===== src/rtl/bpv_ram.sv =====
// ----------------------------------------------------------------------------
// bpv_ram
// Generic single-port RAM with registered read data (read before write).
// ----------------------------------------------------------------------------
module bpv_ram #(
	parameter int WIDTH = 8,
	parameter int DEPTH = 16,
	localparam int AW = (DEPTH > 1) ? $clog2(DEPTH) : 1
) (
	input  logic             clk,
	input  logic             en,
	input  logic             we,
	input  logic [AW-1:0]    addr,
	input  logic [WIDTH-1:0] wdata,
	output logic [WIDTH-1:0] rdata
);

	logic [WIDTH-1:0] mem [DEPTH];

	always_ff @(posedge clk) begin
		if (en) begin
			if (we) begin
				mem[addr] <= wdata;
			end
			rdata <= mem[addr];
		end
	end

endmodule


===== config.mk =====
export PLATFORM = sky130hd
export DESIGN_NAME = bpv_ram
export DESIGN_NICKNAME = d
export VERILOG_FILES = /design/src/rtl/bpv_ram.sv
export SDC_FILE = /design/constraint.sdc
export NUM_CORES = 1
export LEC_CHECK = 0
export ABC_AREA = 1
export BUFFER_PORTS_ARGS = -buffer_cell sky130_fd_sc_hd__buf_2
export CORE_UTILIZATION = 48
export CTS_BUF_LIST = sky130_fd_sc_hd__clkbuf_16
export CTS_CLUSTER_SIZE = 8
export DETAILED_ROUTE_END_ITERATION = 6
export PLACE_DENSITY = 0.67
export SYNTH_ARGS = -nofsm -noshare
export SYNTH_HDL_FRONTEND = slang
export SYNTH_SLANG_ARGS = --single-unit

===== constraint.sdc =====
create_clock -name clk -period 1.7 [get_ports clk]
set_input_delay 0.34 -clock clk [delete_from_list [all_inputs] [get_ports clk]]
set_output_delay 0.34 -clock clk [all_outputs]
set_load 0.05 [all_outputs]

==> flow_summary.ini <==
[yosys]
syn_inst = 550
synth_top_cell_by_area = edfxtp_1
ys_types = 9
synth_top_area_share_pct = 71.85
ys_ff_latch = 136
syn_area_um2 = 5684
ys_top_cells_by_area = edfxtp_1 72%, nand2_1 23%, inv_1 1.3%
synth_seq_area_share_pct = 71.85
yosys_warnings = 0
synth_nets = 565
avgSynthCellArea_um2 = 10.33

[power_and_ir_drop]
cellPowerDensity_nw_per_um2 = 1157
peakVddDrop_uv = 548.2
p_leak_nw = 2.887

[critical_path]
crit_family = flip-flops
cpPeakStageDelay_ns = 0.37
criticalPathCategory = flip-flop to output pin
path_cells = buf_2
end_kind = output pin
r2r_start = mem[7][2]$_DFFE_PP_
r2r_end = rdata[2]$_DFFE_PP_
worst_path_max_delay_cell = edfxtp_1
rrSetupSlack_ns = 0.55
critical_path_required_ns = 1.36
r2r_cells = 8
critPathArrivalTime_ns = 1.01
worstSetupStartpointType = flip-flop
path_max_fanout = 1
crit_buf_inv = 1

[clock_tree]
cts_hold_buf = 0
clk_latency_ns = 0.41
cts.sinks = 136
clk_pin_slew_ns = 0.06
clockBufferDepth = 2
cts_tree = done
cts_resized = 0
cts_root_buf = clkbuf_16
cts.htree.levels = 4
numCtsBuffers = 17
postCtsSetupRepairBufs = 0

[placed_design]
io_buffers = 22
hpwl_um = 7977
dp_cells = 722
place_congestion = 0.8660

[detailed_routing]
drtPass1Iterations = 4
drt-initial-drc-count = 323
drtAntennaViolNets = 0
avgRoutedWirePerCell_um = 16.65
drc = 0
vias = 3823
vias_per_cell = 5.070
wirelength_um = 12560

[final_layout]
fin_cells = 754
syn2layout_area_growth_pct = 16.33
diodes = 0
num-nets-final = 613
fin_util_pct = 57.67
layout-drive-gt1-share_pct = 13.09

[hold_path]
min_path_cells = 2
holdCritPathClass = input pin to flip-flop
hold_path_end = rdata[4]$_DFFE_PP_
worstHoldStart = en

[die]
die_height_um = 110.8
dieWidth_um = 110.8
fp.coreArea_um2 = 11470
pin_count = 23
rows = 39
start_util_pct = 49.57
die-area_um2 = 12280

[timing]
fin_worst_skew_ns = 0.009059
post-route-period-util_pct = 79.26
fin_crit_ns = 1.347
slew_headroom_pct = 70.83
max_slew.worst_pin.slew_ns = 0.4376
max_freq_ghz = 0.7422
hold_viol_final = 0
rsz0062_at_grt = false
drv_slew = 0
final.setup.tns_ns = 0
setup_viol = 0

[global_routing]
grt_usage_pct = 22.32
grt_pass1_vias = 3904
grt_max_degree = 33
grt_antenna_before_repair = 0
grt_pass1_wl_um = 20330
globalRouteOverflowTotal = 0

[run_status]
status = complete, no violations

[job]
drv_cap = 0
-- power by group --
group | leakage [nW] | switching, mW | internal (mW)
registers | 1.23 | 0.0128 | 3.75
logic | 1.36 | 0.365 | 0.122
clock network | 0.294 | 1.29 | 2.11
-- layout by cell type, fill, tap and decap left out, drive strengths merged --
cell        n
clkinvlp    1
nand3       4
buf        50
nor2       18
edfxtp    136
clkinv      6
nand2     347
bufinv      2
clkbuf     17
inv        30
-- area by class of cell --
class	count	area, µm²
clock buffers	17	425.4
clock inverters	15	123.9
fillers	956	4855
inverters	24	90.09
multi-input cells	369	1390
flip-flops and latches	136	4084
well taps	143	178.9
repair buffers	50	320.3
-- routing by layer --
metal / global-route usage, % / vias to the layer above / routed length [µm]
li1: - / 1861 / -
met1: 29.75 / 1814 / 5706
met2: 35.36 / 128 / 5863
met3: 5.631 / 20 / 775
met4: 8.533 / 0 / 209
met5: 0 / - / 0
-- through the flow --
stage / instance area, µm² / power [mW] / hold slack, ns / setup WS, ns
global placement: 6063 / 4.318 / 0.7597 / 0.1349
finish: 6613 / 7.653 / 0.3488 / 0.3526
global route: 6613 / 7.888 / 0.3426 / 0.3094
floorplan: 5684 / 4.134 / 0.4389 / 0.05585
CTS: 6613 / 7.698 / 0.3264 / 0.3320
detailed placement: 6063 / 4.321 / 0.7599 / 0.1108
-- registers in the layout (all words and copies together) (netlist names) --
register,cells
rdata,8
mem,128
-- cells in the mapped netlist --
cell and count:
inv_2 4, buf_2 12, nand3_1 4, edfxtp_1 136, nor2_1 18, inv_1 20, nand2_1 347, buf_4 7
clkbuf_1 2
-- cells by family (layout without fill, tap and decap cells) --
logic type | after synthesis | count (layout) | share of synthesized area, %
buffers and inverters | 45 | 106 | 3.698
DFF | 136 | 136 | 71.85
and+or+nand+nor | 369 | 369 | 24.46
-- how the worst max path moves through the flow --
stage / from / end / slack, ns / cells past startpoint
CTS: rdata[0]$_DFFE_PP_ / rdata[0] / 0.33 / 1
floorplan: addr[1] / mem[12][0]$_DFFE_PP_ / 0.06 / 5
global route: rdata[0]$_DFFE_PP_ / rdata[0] / 0.31 / 1
finish: rdata[0]$_DFFE_PP_ / rdata[0] / 0.35 / 1
detailed placement: addr[0] / rdata[0]$_DFFE_PP_ / 0.11 / 11
global placement: addr[0] / mem[7][6]$_DFFE_PP_ / 0.13 / 5
No activity file was read; power rests on OpenSTA's default activity.
