## config.mk

```make
export PLATFORM = sky130hd
export DESIGN_NAME = bpv_regs
export DESIGN_NICKNAME = d
export VERILOG_FILES = /design/src/rtl/bpv_pkg.sv /design/src/rtl/bpv_regs.sv
export SDC_FILE = /design/constraint.sdc
export NUM_CORES = 1
export LEC_CHECK = 0
export ABC_AREA = 1
export ABC_CLOCK_PERIOD_IN_PS = 6500
export BUFFER_PORTS_ARGS = -buffer_cell sky130_fd_sc_hd__buf_4
export CORE_MARGIN = 5
export CORE_UTILIZATION = 35
export CTS_CLUSTER_SIZE = 28
export DETAILED_ROUTE_END_ITERATION = 8
export PLACE_DENSITY = 0.6
export SLEW_MARGIN = 40
export SYNTH_ARGS = -nofsm -noshare
export SYNTH_HDL_FRONTEND = slang
export SYNTH_SLANG_ARGS = --single-unit
export TNS_END_PERCENT = 20
```

## constraint.sdc

```tcl
create_clock -name clk -period 6.5 [get_ports clk]
set_clock_uncertainty 0.2 [all_clocks]
set_input_delay 0.65 -clock clk [delete_from_list [all_inputs] [get_ports clk]]
set_output_delay 0.65 -clock clk [all_outputs]
set_load 0.03 [all_outputs]
```

## src/rtl/bpv_pkg.sv

```systemverilog
// ----------------------------------------------------------------------------
// bpv_pkg
// Types, sizes and codes shared by the bond persistence vote unit.
// ----------------------------------------------------------------------------
package bpv_pkg;

	localparam int NUM_ATOMS    = 1024;
	localparam int MAX_PARTNERS = 8;

	localparam int ATOM_W  = 10;
	localparam int TAG_W   = 32;
	localparam int SEEN_W  = 8;
	localparam int FRAC_W  = 16;
	localparam int THR_W   = SEEN_W + FRAC_W;
	localparam int APB_AW  = 4;

	localparam int CNT_AW   = (NUM_ATOMS > 1) ? $clog2(NUM_ATOMS) : 1;
	localparam int SLOT_W   = (MAX_PARTNERS > 1) ? $clog2(MAX_PARTNERS) : 1;
	localparam int CNT_W    = $clog2(MAX_PARTNERS + 1);
	localparam int ST_AW    = CNT_AW + SLOT_W;
	localparam int ST_DEPTH = 1 << ST_AW;
	localparam int ENTRY_W  = TAG_W + SEEN_W;

	localparam logic [SEEN_W-1:0] SEEN_MAX = {SEEN_W{1'b1}};

	localparam logic [1:0] REG_FRAME  = 2'd0;
	localparam logic [1:0] REG_CUTOFF = 2'd1;
	localparam logic [1:0] REG_NEWTON = 2'd2;

	typedef enum logic {
		OP_OBSERVE  = 1'b0,
		OP_FINALIZE = 1'b1
	} op_t;

	typedef enum logic [2:0] {
		ST_CLEAR,
		ST_IDLE,
		ST_COUNT,
		ST_READ,
		ST_TEST
	} state_t;

	typedef struct packed {
		op_t               operation;
		logic [ATOM_W-1:0] atom_index;
		logic [TAG_W-1:0]  partner_tag;
		logic [TAG_W-1:0]  own_tag;
	} item_t;

	typedef struct packed {
		logic [ATOM_W-1:0] out_atom;
		logic [TAG_W-1:0]  bond_partner;
		logic              bond_valid;
		logic              overflow;
		logic              last;
	} result_t;

	typedef struct packed {
		logic [TAG_W-1:0]  tag;
		logic [SEEN_W-1:0] seen;
	} entry_t;

	typedef struct packed {
		logic [SEEN_W-1:0] frame_count;
		logic [FRAC_W-1:0] cutoff_fraction;
		logic              newton_mode;
		logic [THR_W-1:0]  threshold;
	} cfg_t;

	typedef struct packed {
		logic              hit;
		logic              keep;
		logic [SEEN_W-1:0] seen_next;
	} test_t;

endpackage

```

## src/rtl/bpv_regs.sv

```systemverilog
// ----------------------------------------------------------------------------
// bpv_regs
// APB configuration registers and the registered persistence threshold.
// ----------------------------------------------------------------------------
module bpv_regs (
	input  logic                  clk,
	input  logic                  arst_n,
	input  logic                  psel,
	input  logic                  penable,
	input  logic                  pwrite,
	input  logic [bpv_pkg::APB_AW-1:0] paddr,
	input  logic [31:0]           pwdata,
	output logic [31:0]           prdata,
	output logic                  pready,
	output bpv_pkg::cfg_t         cfg
);
	import bpv_pkg::*;

	logic [SEEN_W-1:0] frame_q;
	logic [FRAC_W-1:0] cutoff_q;
	logic              newton_q;
	logic [THR_W-1:0]  thresh_q;
	logic              wr_en;
	logic [1:0]        reg_sel;

	assign pready  = 1'b1;
	assign wr_en   = psel && penable && pwrite;
	assign reg_sel = paddr[3:2];

	always_ff @(posedge clk or negedge arst_n) begin
		if (!arst_n) begin
			frame_q  <= SEEN_W'(1);
			cutoff_q <= FRAC_W'(32768);
			newton_q <= 1'b0;
			thresh_q <= THR_W'(32768);
		end else begin
			if (wr_en) begin
				case (reg_sel)
					REG_FRAME:  frame_q  <= pwdata[SEEN_W-1:0];
					REG_CUTOFF: cutoff_q <= pwdata[FRAC_W-1:0];
					REG_NEWTON: newton_q <= pwdata[0];
					default: ;
				endcase
			end
			// track the product of the registers in the cycle after they change
			thresh_q <= THR_W'(cutoff_q * frame_q);
		end
	end

	always_comb begin
		case (reg_sel)
			REG_FRAME:  prdata = 32'(frame_q);
			REG_CUTOFF: prdata = 32'(cutoff_q);
			REG_NEWTON: prdata = 32'(newton_q);
			default:    prdata = '0;
		endcase
	end

	assign cfg = '{frame_count: frame_q, cutoff_fraction: cutoff_q,
		newton_mode: newton_q, threshold: thresh_q};

endmodule

```

==> impl_metrics.json <==
{
  "status": "finished clean",
  "cp-start-kind": "register",
  "start_util_pct": 35.4,
  "routed_wl_um": 15000,
  "h-tree-depth": 2,
  "numCtsBuffers": 5,
  "n_antenna_cell": 0,
  "core_sq_mm": 0.0186,
  "drc": 0,
  "antenna_left": 0,
  "drv_slew": 0,
  "synth-seq-area-share_pct": 18.7,
  "drive_gt1_share_pct": 13.7,
  "ctsLongestPathBuffers": 2,
  "design_area_sq_mm": 0.00744,
  "crit_type": "register to register",
  "dr.pass1.iters": 4,
  "netlist.area_leader.share_pct": 25.6,
  "async_reset_ff_share_pct": 100,
  "final.fill_count": 1914,
  "hpwlAfterDp_um": 11800,
  "vias_per_cell": 4.37,
  "synth_area_sq_mm": 0.00657,
  "cts_resized": 0,
  "grt_first_pass_wirelength_um": 26500,
  "setup_tns_ns": 0,
  "hold_class": "primary input to asynchronous set/reset pin",
  "grt.overflow.total": 0,
  "layout_setup_ws_ns": 1.77,
  "rsz0062_at_grt": "no",
  "cts_setup_buffers": 0,
  "grt_use_total_pct": 14.9,
  "syn_area_per_cell_sq_um": 7.32,
  "wl_per_cell_um": 12.6,
  "clock_sinks": 49,
  "ios": 123,
  "cp.required_ns": 6.50,
  "hold_violations": 0,
  "worstPathMaxFanout": 19,
  "worstPathArrival_ns": 4.72,
  "dieWidth_um": 147,
  "fp.dieArea_sq_mm": 0.0216,
  "end_kind": "register",
  "finalCritPeriodShare_pct": 72.7,
  "vias": 5183,
  "syn_inst": 897,
  "ys_ff_latch": 49,
  "num_rows": 50,
  "clk_pin_slew_worst_paths_ns": 0.07,
  "grt_max_degree": 50,
  "ys.flop_type": "dfrtp_1",
  "drtIter0Drc": 243,
  "yosysWarnings": 0,
  "cts_hold_buf": 0,
  "worst_skew_pair.late_latency_ns": 0.30,
  "portBuffers": 87,
  "synth_top_area_cell": "fa_1",
  "cts_tree": "yes",
  "first_global_vias": 5480,
  "synth_edf_count": 0,
  "slew_headroom_pct": 44.4,
  "synth.area.top_cells": "fa_1 26%, dfrtp_1 18%, inv_1 15%, nand2_1 15%, ha_1 8.4%",
  "synth_cell_type_count": 33,
  "syn_to_final_growth_pct": 13.3,
  "worst_slew_pin_slew_ns": 0.833,
  "antenna_found_initial": 0,
  "place_congestion": 0.831,
  "setup_viol": 0,
  "clock-root-buffer": "clkbuf_16",
  "drv_cap": 0,
  "preCtsSetupSlack_ns": 1.76,
  "fmax_ghz": 0.212,
  "fp.dieH_um": 147,
  "layout.nets": 1121,
  "placedInstanceArea_sq_mm": 0.00727,
  "period_needed_ns": 4.73
}
==> kinds of logic (layout without fill, tap and decap cells) <==
kind of cell / after synthesis / count (layout) / share of synthesized area (%)
adders and majority gates: 128 / 128 / 34.0
other: 2 / 17 / 0.114
DFF: 49 / 49 / 18.7
and+or+nand+nor: 341 / 341 / 21.8
AOI/OAI and AO/OA: 48 / 48 / 4.38
buffers and inverters: 319 / 360 / 19.7
xor gates and xnor gates: 10 / 10 / 1.33
==> synth_stat cells (3+ instances only) <==
library cell / n
nand2_2: 9
inv_2: 4
fa_1: 84
dfrtp_1: 46
xor2_1: 8
buf_4: 19
inv_1: 261
o21bai_1: 4
clkbuf_1: 23
dfstp_2: 3
a22o_1: 7
ha_1: 44
buf_2: 9
nand3_1: 19
nand2_1: 255
nor2_4: 3
a21oi_1: 17
nand3_2: 5
a21oi_2: 3
nor2_2: 6
nor3_1: 4
nor2_1: 33
o21ai_1: 13
o21ai_0: 4
==> placed cells by master, fill, tap and decap left out, types with 4 or more instances in the layout <==
master | Yosys | routed
inv_1 | 261 | 261
a22o_1 | 7 | 7
conb_1 | 2 | 17
nor2_1 | 33 | 33
xor2_1 | 8 | 8
dfrtp_1 | 46 | 46
o21ai_0 | 4 | 4
nor3_1 | 4 | 4
nand3_2 | 5 | 5
nand2_2 | 9 | 9
o21ai_1 | 13 | 13
buf_4 | 19 | 87
inv_2 | 4 | 4
a21oi_1 | 17 | 17
ha_1 | 44 | 44
nand2_1 | 255 | 255
nand3_1 | 19 | 19
clkbuf_16 | 0 | 5
o21bai_1 | 4 | 4
fa_1 | 84 | 84
nor2_2 | 6 | 6
==> path summary, 6_finish.rpt <==
path                            startpoint  cells past startpoint      endpoint  slack (ns)
worst max-delay path            frame_q[5]                     16  thresh_q[19]        1.77
worst min-delay path                arst_n                      1   thresh_q[0]        0.17
worst max register to register  frame_q[5]                     16  thresh_q[19]        1.77
worst min register to register    newton_q                      2      newton_q        0.34
max in group asynchronous           arst_n                      1  thresh_q[10]        5.50
min in group clk                  newton_q                      2      newton_q        0.34
==> metrics by stage <==
| stage | cells | hold slack (ns) | utilization [%] |
|---|---|---|---|
| 3_3_place_gp | 1179 | 0.312 | 39.1 |
| 4_1_cts | 1187 | 0.196 | 40.0 |
| 5_1_grt | 1187 | 0.236 | 40.0 |
| 6_report | 1187 | 0.166 | 40.0 |
| 2_1_floorplan | 912 | 0.154 | - |
| 3_5_place_dp | 1179 | 0.322 | 39.1 |
==> state kept, by name, indices dropped and copies added, names as in the netlist <==
signal,count
cutoff_q,16
frame_q,8
thresh_q,24
newton_q,1
==> critical path, stage by stage (launching register included) <==
cell	delay [ns]
dfrtp_1	0.89
nand2_1	0.10
inv_1	0.10
fa_1	0.43
fa_1	0.52
fa_1	0.55
inv_1	0.06
fa_1	0.54
inv_1	0.04
ha_1	0.36
a21oi_1	0.28
and2_4	0.21
nor2_1	0.05
nor2_1	0.12
nand2_1	0.07
nand2_1	0.05
nand2_1	0.05
==> layout make-up <==
type / instances / area [sq um] / share of cell area (%)
inverters: 265 / 995 / 13.4
clock inverters: 3 / 43.8 / 0.589
well taps: 234 / 293 / 3.94
flip-flops and latches: 49 / 1230 / 16.5
multi-input cells: 544 / 4100 / 55.1
repair buffers: 87 / 653 / 8.78
clock buffers: 5 / 125 / 1.68
==> routing by layer <==
metal  up-vias  global-route usage, %  wire length [um]
li1       2613                      -                 -
met1      2490                   18.6              6650
met2        70                   27.5              7660
met3        10                   2.07               520
met4         0                   3.12               152
met5         -                      0                 0
Power is not shown: default switching activity piles up to over one toggle a cycle in this logic, so the estimate is an artifact.
